File: config.mk
export PLATFORM = sky130hd
export DESIGN_NAME = framed_packet_receiver_core
export DESIGN_NICKNAME = d
export VERILOG_FILES = /design/src/sv/fpr_pkg.sv /design/src/sv/fpr_parser.sv /design/src/sv/framed_packet_receiver_core.sv
export VERILOG_INCLUDE_DIRS = /design/src /design/src/sv
export SDC_FILE = /design/constraint.sdc
export NUM_CORES = 1
export LEC_CHECK = 0
export ABC_AREA = 0
export BUFFER_PORTS_ARGS = -buffer_cell sky130_fd_sc_hd__buf_4
export CAP_MARGIN = 10
export CELL_PAD_IN_SITES_DETAIL_PLACEMENT = 0
export CELL_PAD_IN_SITES_GLOBAL_PLACEMENT = 1
export CORE_MARGIN = 8
export CORE_UTILIZATION = 46
export DETAILED_ROUTE_END_ITERATION = 6
export PLACE_DENSITY = 0.87
export SYNTH_ARGS = -nofsm -noshare
export SYNTH_HDL_FRONTEND = slang
export SYNTH_SLANG_ARGS = --single-unit
File: constraint.sdc
create_clock -name clock -period 2.75 [get_ports clock]
set_input_delay 0.1375 -clock clock [delete_from_list [all_inputs] [get_ports clock]]
set_output_delay 0.1375 -clock clock [all_outputs]
set_load 0.03 [all_outputs]
File: src/sv/framed_packet_receiver_core_defines.svh
// ---------------------------------------------------------------------------
// Assertion macros for the framed packet receiver
// Concurrent checks that compile away when SYNTHESIS is defined.
// ---------------------------------------------------------------------------
`ifndef FRAMED_PACKET_RECEIVER_CORE_DEFINES_SVH
`define FRAMED_PACKET_RECEIVER_CORE_DEFINES_SVH

`ifndef SYNTHESIS
// check a property on every rising edge, ignored while reset is high
`define FPR_ASSERT_CLK(lbl, clk, rst, prop, msg) \
   lbl: assert property (@(posedge clk) disable iff (rst) (prop)) else $error(msg);
// check a property on every rising edge, including during reset
`define FPR_ASSERT_ALWAYS(lbl, clk, prop, msg) \
   lbl: assert property (@(posedge clk) (prop)) else $error(msg);
`else
`define FPR_ASSERT_CLK(lbl, clk, rst, prop, msg)
`define FPR_ASSERT_ALWAYS(lbl, clk, prop, msg)
`endif

`endif

File: src/sv/fpr_pkg.sv
// ---------------------------------------------------------------------------
// Framed packet receiver package
// Frame constants, phase codes, event codes and the per-byte result type.
// ---------------------------------------------------------------------------
`default_nettype none

package fpr_pkg;

   // framing and type bytes
   localparam logic [7:0] START_BYTE      = 8'h7E;
   localparam logic [7:0] TYPE_NEED_REPLY = 8'hA0;
   localparam logic [7:0] TYPE_PLAIN      = 8'h20;
   localparam logic [7:0] TYPE_REPLY      = 8'h08;

   // parser phases
   localparam logic [2:0] PH_HUNT = 3'd0;
   localparam logic [2:0] PH_ID   = 3'd1;
   localparam logic [2:0] PH_SUM  = 3'd2;
   localparam logic [2:0] PH_PORT = 3'd3;
   localparam logic [2:0] PH_TYPE = 3'd4;
   localparam logic [2:0] PH_LEN  = 3'd5;
   localparam logic [2:0] PH_BODY = 3'd6;

   // event kinds
   localparam logic [1:0] EV_PAYLOAD  = 2'd0;
   localparam logic [1:0] EV_GOOD_SUM = 2'd1;
   localparam logic [1:0] EV_BAD_SUM  = 2'd2;

   // type classes
   localparam logic [1:0] TC_NEED_REPLY = 2'd0;
   localparam logic [1:0] TC_PLAIN      = 2'd1;
   localparam logic [1:0] TC_REPLY      = 2'd2;
   localparam logic [1:0] TC_OTHER      = 2'd3;

   // result of one byte, as handed from the parser to the output register
   typedef struct packed {
      logic       has_result;
      logic [1:0] event_kind;
      logic [7:0] payload_byte;
      logic [7:0] packet_id;
      logic [7:0] port_number;
      logic [1:0] type_class;
      logic       is_duplicate;
      logic [7:0] payload_length;
   } fpr_result_type;

   function automatic logic [1:0] classify_type(input logic [7:0] t);
      logic [1:0] tc;
      if (t == TYPE_NEED_REPLY) begin
         tc = TC_NEED_REPLY;
      end else if (t == TYPE_PLAIN) begin
         tc = TC_PLAIN;
      end else if (t == TYPE_REPLY) begin
         tc = TC_REPLY;
      end else begin
         tc = TC_OTHER;
      end
      return tc;
   endfunction

endpackage

`default_nettype wire

File: src/sv/fpr_parser.sv
// ---------------------------------------------------------------------------
// Framed packet receiver byte parser
// Holds the frame state and works out the result of the byte on offer.
// ---------------------------------------------------------------------------
`default_nettype none

`include "framed_packet_receiver_core_defines.svh"

module fpr_parser (
   input  wire logic                   clock,
   input  wire logic                   reset,
   input  wire logic                   take,
   input  wire logic [7:0]             rx_byte,
   output fpr_pkg::fpr_result_type     rslt
);
   import fpr_pkg::*;

   logic [2:0] phase_ff, phase_in;
   logic [7:0] hdr_id_ff, hdr_id_in;
   logic [7:0] expected_sum_ff, expected_sum_in;
   logic [7:0] hdr_port_ff, hdr_port_in;
   logic [7:0] hdr_type_ff, hdr_type_in;
   logic [7:0] frame_length_ff, frame_length_in;
   logic [7:0] bytes_taken_ff, bytes_taken_in;
   logic [7:0] running_sum_ff, running_sum_in;
   logic [7:0] last_good_id_ff, last_good_id_in;
   logic       sum_good;

   assign sum_good = (running_sum_ff == expected_sum_ff);

   // next frame state and the result of this byte
   always_comb begin
      phase_in        = phase_ff;
      hdr_id_in       = hdr_id_ff;
      expected_sum_in = expected_sum_ff;
      hdr_port_in     = hdr_port_ff;
      hdr_type_in     = hdr_type_ff;
      frame_length_in = frame_length_ff;
      bytes_taken_in  = bytes_taken_ff;
      running_sum_in  = running_sum_ff;
      last_good_id_in = last_good_id_ff;

      rslt                = '0;
      rslt.packet_id      = hdr_id_ff;
      rslt.port_number    = hdr_port_ff;
      rslt.type_class     = classify_type(hdr_type_ff);
      rslt.payload_length = frame_length_ff;

      case (phase_ff)
         PH_ID: begin
            hdr_id_in = rx_byte;
            phase_in  = PH_SUM;
         end
         PH_SUM: begin
            expected_sum_in = rx_byte;
            phase_in        = PH_PORT;
         end
         PH_PORT: begin
            hdr_port_in = rx_byte;
            phase_in    = PH_TYPE;
         end
         PH_TYPE: begin
            hdr_type_in = rx_byte;
            phase_in    = PH_LEN;
         end
         PH_LEN: begin
            frame_length_in = rx_byte;
            phase_in        = PH_BODY;
         end
         PH_BODY: begin
            rslt.has_result = 1'b1;
            if (bytes_taken_ff < frame_length_ff) begin
               // pass the payload byte out and add it into the sum
               running_sum_in    = running_sum_ff + rx_byte;
               bytes_taken_in    = bytes_taken_ff + 8'd1;
               rslt.event_kind   = EV_PAYLOAD;
               rslt.payload_byte = rx_byte;
            end else begin
               // trailer: give the verdict and drop back to hunting
               rslt.event_kind   = sum_good ? EV_GOOD_SUM : EV_BAD_SUM;
               rslt.is_duplicate = (hdr_type_ff == TYPE_NEED_REPLY) &&
                                   (hdr_id_ff == last_good_id_ff);
               if (sum_good) begin
                  last_good_id_in = hdr_id_ff;
               end
               phase_in        = PH_HUNT;
               expected_sum_in = '0;
               hdr_port_in     = '0;
               hdr_type_in     = '0;
               frame_length_in = '0;
               bytes_taken_in  = '0;
               running_sum_in  = '0;
            end
         end
         default: begin
            phase_in = (rx_byte == START_BYTE) ? PH_ID : PH_HUNT;
         end
      endcase
   end

   // advance the frame state on each input transfer
   always_ff @(posedge clock) begin
      if (reset) begin
         phase_ff        <= PH_HUNT;
         hdr_id_ff       <= '0;
         expected_sum_ff <= '0;
         hdr_port_ff     <= '0;
         hdr_type_ff     <= '0;
         frame_length_ff <= '0;
         bytes_taken_ff  <= '0;
         running_sum_ff  <= '0;
         last_good_id_ff <= '0;
      end else if (take) begin
         phase_ff        <= phase_in;
         hdr_id_ff       <= hdr_id_in;
         expected_sum_ff <= expected_sum_in;
         hdr_port_ff     <= hdr_port_in;
         hdr_type_ff     <= hdr_type_in;
         frame_length_ff <= frame_length_in;
         bytes_taken_ff  <= bytes_taken_in;
         running_sum_ff  <= running_sum_in;
         last_good_id_ff <= last_good_id_in;
      end
   end

   // checks
   `FPR_ASSERT_CLK(a_count_in_range, clock, reset, (phase_ff != PH_BODY) || (bytes_taken_ff <= frame_length_ff), "payload count ran past the frame length")
   `FPR_ASSERT_CLK(a_verdict_ends_frame, clock, reset, take && rslt.has_result && (rslt.event_kind != EV_PAYLOAD) |=> (phase_ff == PH_HUNT) && (running_sum_ff == 8'd0), "frame state not cleared after verdict")
   `FPR_ASSERT_CLK(a_good_updates_id, clock, reset, take && rslt.has_result && (rslt.event_kind == EV_GOOD_SUM) |=> (last_good_id_ff == $past(hdr_id_ff)), "last good id not updated")
   `FPR_ASSERT_CLK(a_dup_on_verdict, clock, reset, rslt.is_duplicate |-> rslt.has_result && (rslt.event_kind != EV_PAYLOAD) && (rslt.type_class == TC_NEED_REPLY), "duplicate flag outside a need-reply verdict")

endmodule

`default_nettype wire

File: src/sv/framed_packet_receiver_core.sv
// A result is registered and appears on rsp_ in the cycle after its byte is taken.
// Throughput: one byte per cycle while req_stall is low; the parser state steps once per transfer.
// Input stalls only while a result is held and the output side stalls.
// Reset (synchronous, active high) returns the parser to hunting for the
// start byte, clears all header state and the last good id, and empties rsp_.
// ---------------------------------------------------------------------------
// Framed packet receiver core
// Start-byte framed packet parser with an 8-bit payload checksum.
// ---------------------------------------------------------------------------
`default_nettype none

module framed_packet_receiver_core (
   input  wire logic       clock,
   input  wire logic       reset,
   input  wire logic       req_valid,
   output logic            req_stall,
   input  wire logic [7:0] req_rx_byte,
   output logic            rsp_valid,
   input  wire logic       rsp_stall,
   output logic [1:0]      rsp_event_kind,
   output logic [7:0]      rsp_payload_byte,
   output logic [7:0]      rsp_packet_id,
   output logic [7:0]      rsp_port_number,
   output logic [1:0]      rsp_type_class,
   output logic            rsp_is_duplicate,
   output logic [7:0]      rsp_payload_length
);
   import fpr_pkg::*;

   fpr_result_type rslt;
   fpr_result_type rsp_ff;
   logic           rsp_valid_ff, rsp_valid_in;
   logic           take;

   // hold input while the result register is full and not being drained
   assign req_stall = rsp_valid_ff && rsp_stall;
   assign take      = req_valid && !req_stall;

   fpr_parser u_parser (
      .clock   (clock),
      .reset   (reset),
      .take    (take),
      .rx_byte (req_rx_byte),
      .rslt    (rslt)
   );

   // result register occupancy
   always_comb begin
      if (take && rslt.has_result) begin
         rsp_valid_in = 1'b1;
      end else if (!rsp_stall) begin
         rsp_valid_in = 1'b0;
      end else begin
         rsp_valid_in = rsp_valid_ff;
      end
   end

   always_ff @(posedge clock) begin
      if (reset) begin
         rsp_valid_ff <= 1'b0;
      end else begin
         rsp_valid_ff <= rsp_valid_in;
      end
   end

   // load the result payload on a transfer that yields one
   always_ff @(posedge clock) begin
      if (take && rslt.has_result) begin
         rsp_ff <= rslt;
      end
   end

   assign rsp_valid          = rsp_valid_ff;
   assign rsp_event_kind     = rsp_ff.event_kind;
   assign rsp_payload_byte   = rsp_ff.payload_byte;
   assign rsp_packet_id      = rsp_ff.packet_id;
   assign rsp_port_number    = rsp_ff.port_number;
   assign rsp_type_class     = rsp_ff.type_class;
   assign rsp_is_duplicate   = rsp_ff.is_duplicate;
   assign rsp_payload_length = rsp_ff.payload_length;

endmodule

`default_nettype wire
==> results.txt, run 1 <==
Routed wire length: 11000 um
Run status: finished, final reports clean
Vias in the first global route: 3389
Area Growth Syn to Fin: 14.1%
Clock transition at the registers of the reported paths: 0.10 ns
Dpl cells: 635
FF+latch count, synth: 105
Final net count: 538
Startpoint types: register
WHS Endpoint: rsp_valid
Reg area: 2470 um2
Syn avg cell area: 10.4 um2
Hold_sp: req_valid
Largest net degree at the start of global routing: 48
Minimum clock period: 2.28 ns
Clock buffer count from CTS: 9
Die X: 119 um
Port Buffers: 50
RSZ-0062 raised after global routing: no
CP required: 3.05 ns
Synthesis Warnings: 0
Critical Path Fanout Max: 10
I/O Pins: 51
Number of buffers on the longest clock path: 2
Initial antenna violation count: 0
Gates resized, CTS repair: 0
DIE HEIGHT: 119 um
Reg-to-Reg End: u_parser.hdr_type_ff[4]
Core area: 10300 um2
Worst-Margin Slew: 0.655 ns
Leakage: 2.03 nW
Final Hold Vio Count: 0
Met1 Use GR: 0.193
Via density per instance: 5.49
ANT nets after route: 0
Initial core utilization: 0.472
Commonest non-fill, non-tap cell in the layout: dfxtp_1
Met2 Use GR: 0.263
Hold depth: 3
Slew margin rel.: 0.562
Skew final: 0.0147 ns
Worst ir drop on vdd: 0.203 mV
CTS Root Cell: clkbuf_8
Worst R2R Start: u_parser.frame_length_ff[5]
Crit Path Class: reg2reg
Max Cap Viol: 0
Syn Inst Count: 468
GRT overflow: 0
DP HPWL: 7710 um
Layout cells sized above 1: 0.173
Routability cong.: 0.823
Synth top area share: 0.279
Cell variety after synth: 53
Num rows: 37
Via count: 3573
Multi-input gate area: 2230 um2
Slew Viols, Final: 0
Met3 global-route usage: 0.0312
Hold buffer count at cts: 0
CTS tree: yes
Maximum clock rate: 439 MHz
DRC viols: 0
Gr busiest metal: met2
Finished Layout Cells: 651
Layout fillers: 896
Pre-antenna DRT Iters: 4
Crit path DAT: 2.58 ns
Sequential-to-total area share from yosys stat: 0.507
Reg2reg setup slack: 0.47 ns
Post-Syn Nets: 496
Worst r2r path cells: 7
Final worst-path cycle share: 0.829
Hold WC Path Type: in2reg
Share of synthesized registers carrying an async set or reset: 0
Pwr per Cell Area: 472 nW/um2
Ant. Diodes: 0
Final setup vio count: 0
H-tree Lvls: 3
DRT iter0 DRCs: 316
Global-route wire length before repair: 17700 um
Gr usage total: 0.156
Total power draw: 0.00263 W
Post-synth EDFFs: 37
Die Area: 14200 um2
Final setup TNS: 0 ns
Setup repair bufs after CTS: 0
Element type at the critical path end: register
Most frequent cells in the layout: dfxtp_1, buf_4, a21oi_1
Clk_lat worst skew: 0.37 ns
Synth area leaders: dfxtp_1, edfxtp_1, mux2i_1
CTS Sinks: 105
Drt wl/cell: 16.8 um
Post-synth top area cell: dfxtp_1
Ys flop type: dfxtp_1
Post-Syn Area: 4880 um2
## cell usage after synthesis, types with 3 or more instances
cell	instances
a211oi_1	14
a21oi_1	41
a31oi_1	10
and2_1	3
and3_1	10
buf_2	8
clkbuf_1	14
dfxtp_1	68
edfxtp_1	37
ha_1	15
inv_1	14
mux2i_1	32
nand2_1	40
nand2b_1	37
nand3_1	9
nand4_1	6
nor2_1	20
nor3_1	3
nor4_1	3
o211ai_1	11
o21ai_0	9
o32ai_1	3
or3_1	4
xnor2_1	6
xor2_1	14
## critical path, stage by stage (launching register included)
cell,delay (ns)
dfxtp_1,0.36
inv_1,0.05
ha_1,0.30
a211oi_1,0.30
o21bai_2,0.17
a21oi_4,0.29
a2111o_1,0.48
mux2i_1,0.25
## how the worst max path moves through the flow
stage,endpoint,depth (start not counted),slack [ns],startpoint
final,u_parser.hdr_type_ff[4],7,0.47,u_parser.frame_length_ff[5]
after detailed placement,u_parser.bytes_taken_ff[6],8,0.48,u_parser.frame_length_ff[5]
after global placement,u_parser.running_sum_ff[7],6,0.59,u_parser.running_sum_ff[1]
after floorplan,rsp_event_kind[0],4,0.78,rsp_valid
after global routing,u_parser.bytes_taken_ff[6],8,0.30,u_parser.frame_length_ff[5]
after CTS,u_parser.hdr_type_ff[0],7,0.46,u_parser.frame_length_ff[5]
## per-stage QoR
stage | worst slack, ns | hold WS (ns) | util | instance area (um2)
final | 0.470 | 0.0434 | 0.539 | 5560
after CTS | 0.464 | 0.0216 | 0.539 | 5560
after detailed placement | 0.479 | 0.408 | 0.520 | 5370
after global routing | 0.295 | 0.0324 | 0.539 | 5560
after floorplan | 0.784 | 0.274 | - | 4880
after global placement | 0.593 | 0.419 | 0.520 | 5370
## per-layer routing
layer | wire (um) | up-vias | part of all wire
met4 | 187 | 0 | 0.017
met2 | 5560 | 82 | 0.51
met3 | 494 | 14 | 0.045
met1 | 4730 | 1708 | 0.43
met5 | 0 | - | 0
li1 | - | 1769 | -
## power by group
part	total (W)	switching [W]	leakage (nW)	internal, W
Sequential	0.00159	0.000000116	0.831	0.00159
Combinational	0.0000974	0.0000647	1.09	0.0000327
Clock	0.000934	0.000522	0.0996	0.000412
## kinds of logic after synthesis
family	after synthesis	share of synthesized area
flip-flops	105	0.507
AO/OA/AOI/OAI	104	0.142
buffers and inverters	40	0.0359
multiplexers	32	0.0657
adder cells (fa/ha/maj)	16	0.0426
XOR/XNOR	20	0.0359
AND/OR/NAND/NOR	151	0.171
## cell type report
cell class | count | share of cell area
clock buffer | 12 | 0.0297
clock inverter | 4 | 0.00607
timing repair buffer | 57 | 0.0792
tap | 136 | 0.0306
sequential | 105 | 0.444
inverter | 14 | 0.00944
multi-input combinational | 323 | 0.401
Power figures use the tool's default switching activity.
==> inputs of run 2 (changes only) <==
clock period = 2.1 ns   (was 2.75 ns; I/O delays follow)
==> results.txt, run 2 (synthesis results as in run 1) <==
Run status: finished, final reports clean
Num rows: 37 (unchanged)
Clock buffer count from CTS: 9 (unchanged)
Layout cells sized above 1: 0.235 (+0.0623)
Worst hold slack: 0.0270 ns (-0.0164 ns)
Reg-to-Reg End: u_parser.frame_length_ff[1]
CP Depth: 7 (unchanged)
Hold WC Path Type: in2reg
Leakage: 2.14 nW (+5.5%)
Core area: 10300 um2 (unchanged)
Slowest-stage cell, CP: o211a_2
DP HPWL: 8250 um (+7.0%)
Gr usage total: 0.164 (+0.00843)
CP required: 2.37 ns (-0.68 ns)
Met3 global-route usage: 0.0368 (+0.00567)
Minimum clock period: 2.01 ns (-0.268 ns)
Die X: 119 um (unchanged)
Startpoint types: register
DIE HEIGHT: 119 um (unchanged)
Worst R2R Start: u_parser.frame_length_ff[5]
Commonest non-fill, non-tap cell in the layout: buf_4
Hold depth: 3 (unchanged)
Via density per instance: 5.55 (+1.1%)
Drt wl/cell: 17.3 um (+2.8%)
Die Area: 14200 um2 (unchanged)
Crit Path Class: reg2reg
DRT iter0 DRCs: 306 (-3.2%)
RSZ-0062 raised after global routing: no
CTS tree: yes
Slew Viols, Final: 0 (unchanged)
Skew final: 0.0164 ns (+0.00170 ns)
Area Growth Syn to Fin: 19.0%
Largest net degree at the start of global routing: 45 (-6.3%)
CP peak stage delay: 0.37 ns (-0.11 ns)
ANT nets after route: 0 (unchanged)
Final setup vio count: 0 (unchanged)
H-tree Lvls: 3 (unchanged)
Ant. Diodes: 0 (unchanged)
Total power draw: 0.00346 W (+32%)
Clk_lat worst skew: 0.39 ns (+0.02 ns)
Number of buffers on the longest clock path: 2 (unchanged)
Maximum clock rate: 497 MHz (+13%)
Reg2reg setup slack: 0.09 ns (-0.38 ns)
WHS Endpoint: u_parser.hdr_port_ff[7]
Pre-CTS setup slack: -0.131 ns (-0.610 ns)
Crit path DAT: 2.28 ns (-0.30 ns)
Initial core utilization: 0.472 (unchanged)
Critical Path Fanout Max: 8 (-2)
Layout fillers: 886 (-1.1%)
Vias in the first global route: 3675 (+8.4%)
Most frequent cells in the layout: buf_4, dfxtp_1, nand2_1, a21oi_1
CTS Sinks: 105 (unchanged)
Initial antenna violation count: 0 (unchanged)
Routability cong.: 0.843 (+2.4%)
I/O Pins: 51 (unchanged)
Met1 Use GR: 0.195 (+0.00245)
CTS Root Cell: clkbuf_8
Final net count: 559 (+3.9%)
Final worst-path cycle share: 0.958 (+0.129)
Fin worst setup slack: 0.0883 ns (-0.382 ns)
DRC viols: 0 (unchanged)
Gr busiest metal: met2
Delay-heaviest family, CP: compound AO/OA/AOI/OAI gates
Global-route wire length before repair: 18800 um (+5.9%)
Met2 Use GR: 0.282 (+0.0191)
Worst r2r path cells: 7 (unchanged)
Max Cap Viol: 0 (unchanged)
Element type at the critical path end: register
Worst path cell trace: inv_1 -> ha_1 -> a211oi_2 -> o21bai_2 -> a21o_1 -> o211a_2 -> mux2i_1
Via count: 3728 (+4.3%)
Pwr per Cell Area: 596 nW/um2 (+26%)
Routed wire length: 11600 um (+6.1%)
Layout Utilization: 0.562 (+0.0231)
Post-route cell area: 5800 um2 (+4.3%)
Worst-Margin Slew: 0.556 ns (-0.0988 ns)
Worst ir drop on vdd: 0.304 mV (+50%)
Worst path bufs/invs: 1 (unchanged)
Hold_sp: req_rx_byte[7]
Dpl cell area: 5500 um2 (+2.5%)
Final Hold Vio Count: 0 (unchanged)
GRT overflow: 0 (unchanged)
Clock transition at the registers of the reported paths: 0.10 ns (about the same)
Port Buffers: 50 (unchanged)
Slew margin rel.: 0.628 (+0.0663)
Pre-antenna DRT Iters: 4 (unchanged)
## run 2: cell count changes in the layout (fill, tap and decap cells not counted), sizes merged
cell and delta:
clkinvlp -1, buf +20, clkbuf -1, dlygate4sd3 +1
inv +2
## run 2: layout make-up
class | instances | area [um2] | area share
clock inverter | 5 | 46.3 | 0.00798
inverter | 14 | 52.6 | 0.00906
sequential | 105 | 2480 | 0.427
timing repair buffer | 78 | 613 | 0.106
multi-input combinational | 323 | 2300 | 0.397
clock buffer | 11 | 141 | 0.0244
tap | 136 | 170 | 0.0293
## run 2: worst max-delay path by stage
stage	start	to	slack [ns]
detailed placement	u_parser.frame_length_ff[5]	u_parser.expected_sum_ff[6]	-0.13
finish	u_parser.frame_length_ff[5]	u_parser.frame_length_ff[1]	0.09
global route	u_parser.frame_length_ff[5]	u_parser.hdr_type_ff[4]	0.008
floorplan	rsp_valid	rsp_event_kind[0]	0.13
global placement	u_parser.frame_length_ff[6]	u_parser.expected_sum_ff[6]	0.01
CTS	u_parser.frame_length_ff[5]	u_parser.frame_length_ff[3]	0.004
## run 2: what timing repair did
item	4_1_cts	5_1_grt
endpoints found under the hold margin	1	0
endpoints found under the setup margin	33	53
setup buffers	2	2
gates resized for setup	3	16
hold buffers	1	0
pin swaps	1	5
## run 2: per-stage QoR
step / std cells / setup TNS, ns
after CTS: 670 / 0
after global routing: 672 / 0
after detailed placement: 651 / -2.23
after floorplan: 468 / 0
after global placement: 651 / 0
final: 672 / 0
## run 2: power breakdown
part           total (W)  internal, W  switching (W)
Sequential       0.00209      0.00209    0.000000152
Combinational   0.000141    0.0000508      0.0000901
Clock            0.00123     0.000489       0.000740
Total            0.00346      0.00263       0.000831
## run 2: tightest hold or removal path: cells and delay by family
kind                   cells  cell delay, ns
and+or+nand+nor            1            0.06
buffers and inverters      1            0.15
AOI/OAI and AO/OA          1            0.05
## run 2: metal layers
metal  wire, um  vias up
met5          0        -
met4        211        0
met3        558       15
met2       5900       85
met1       4970     1819
li1           -     1809
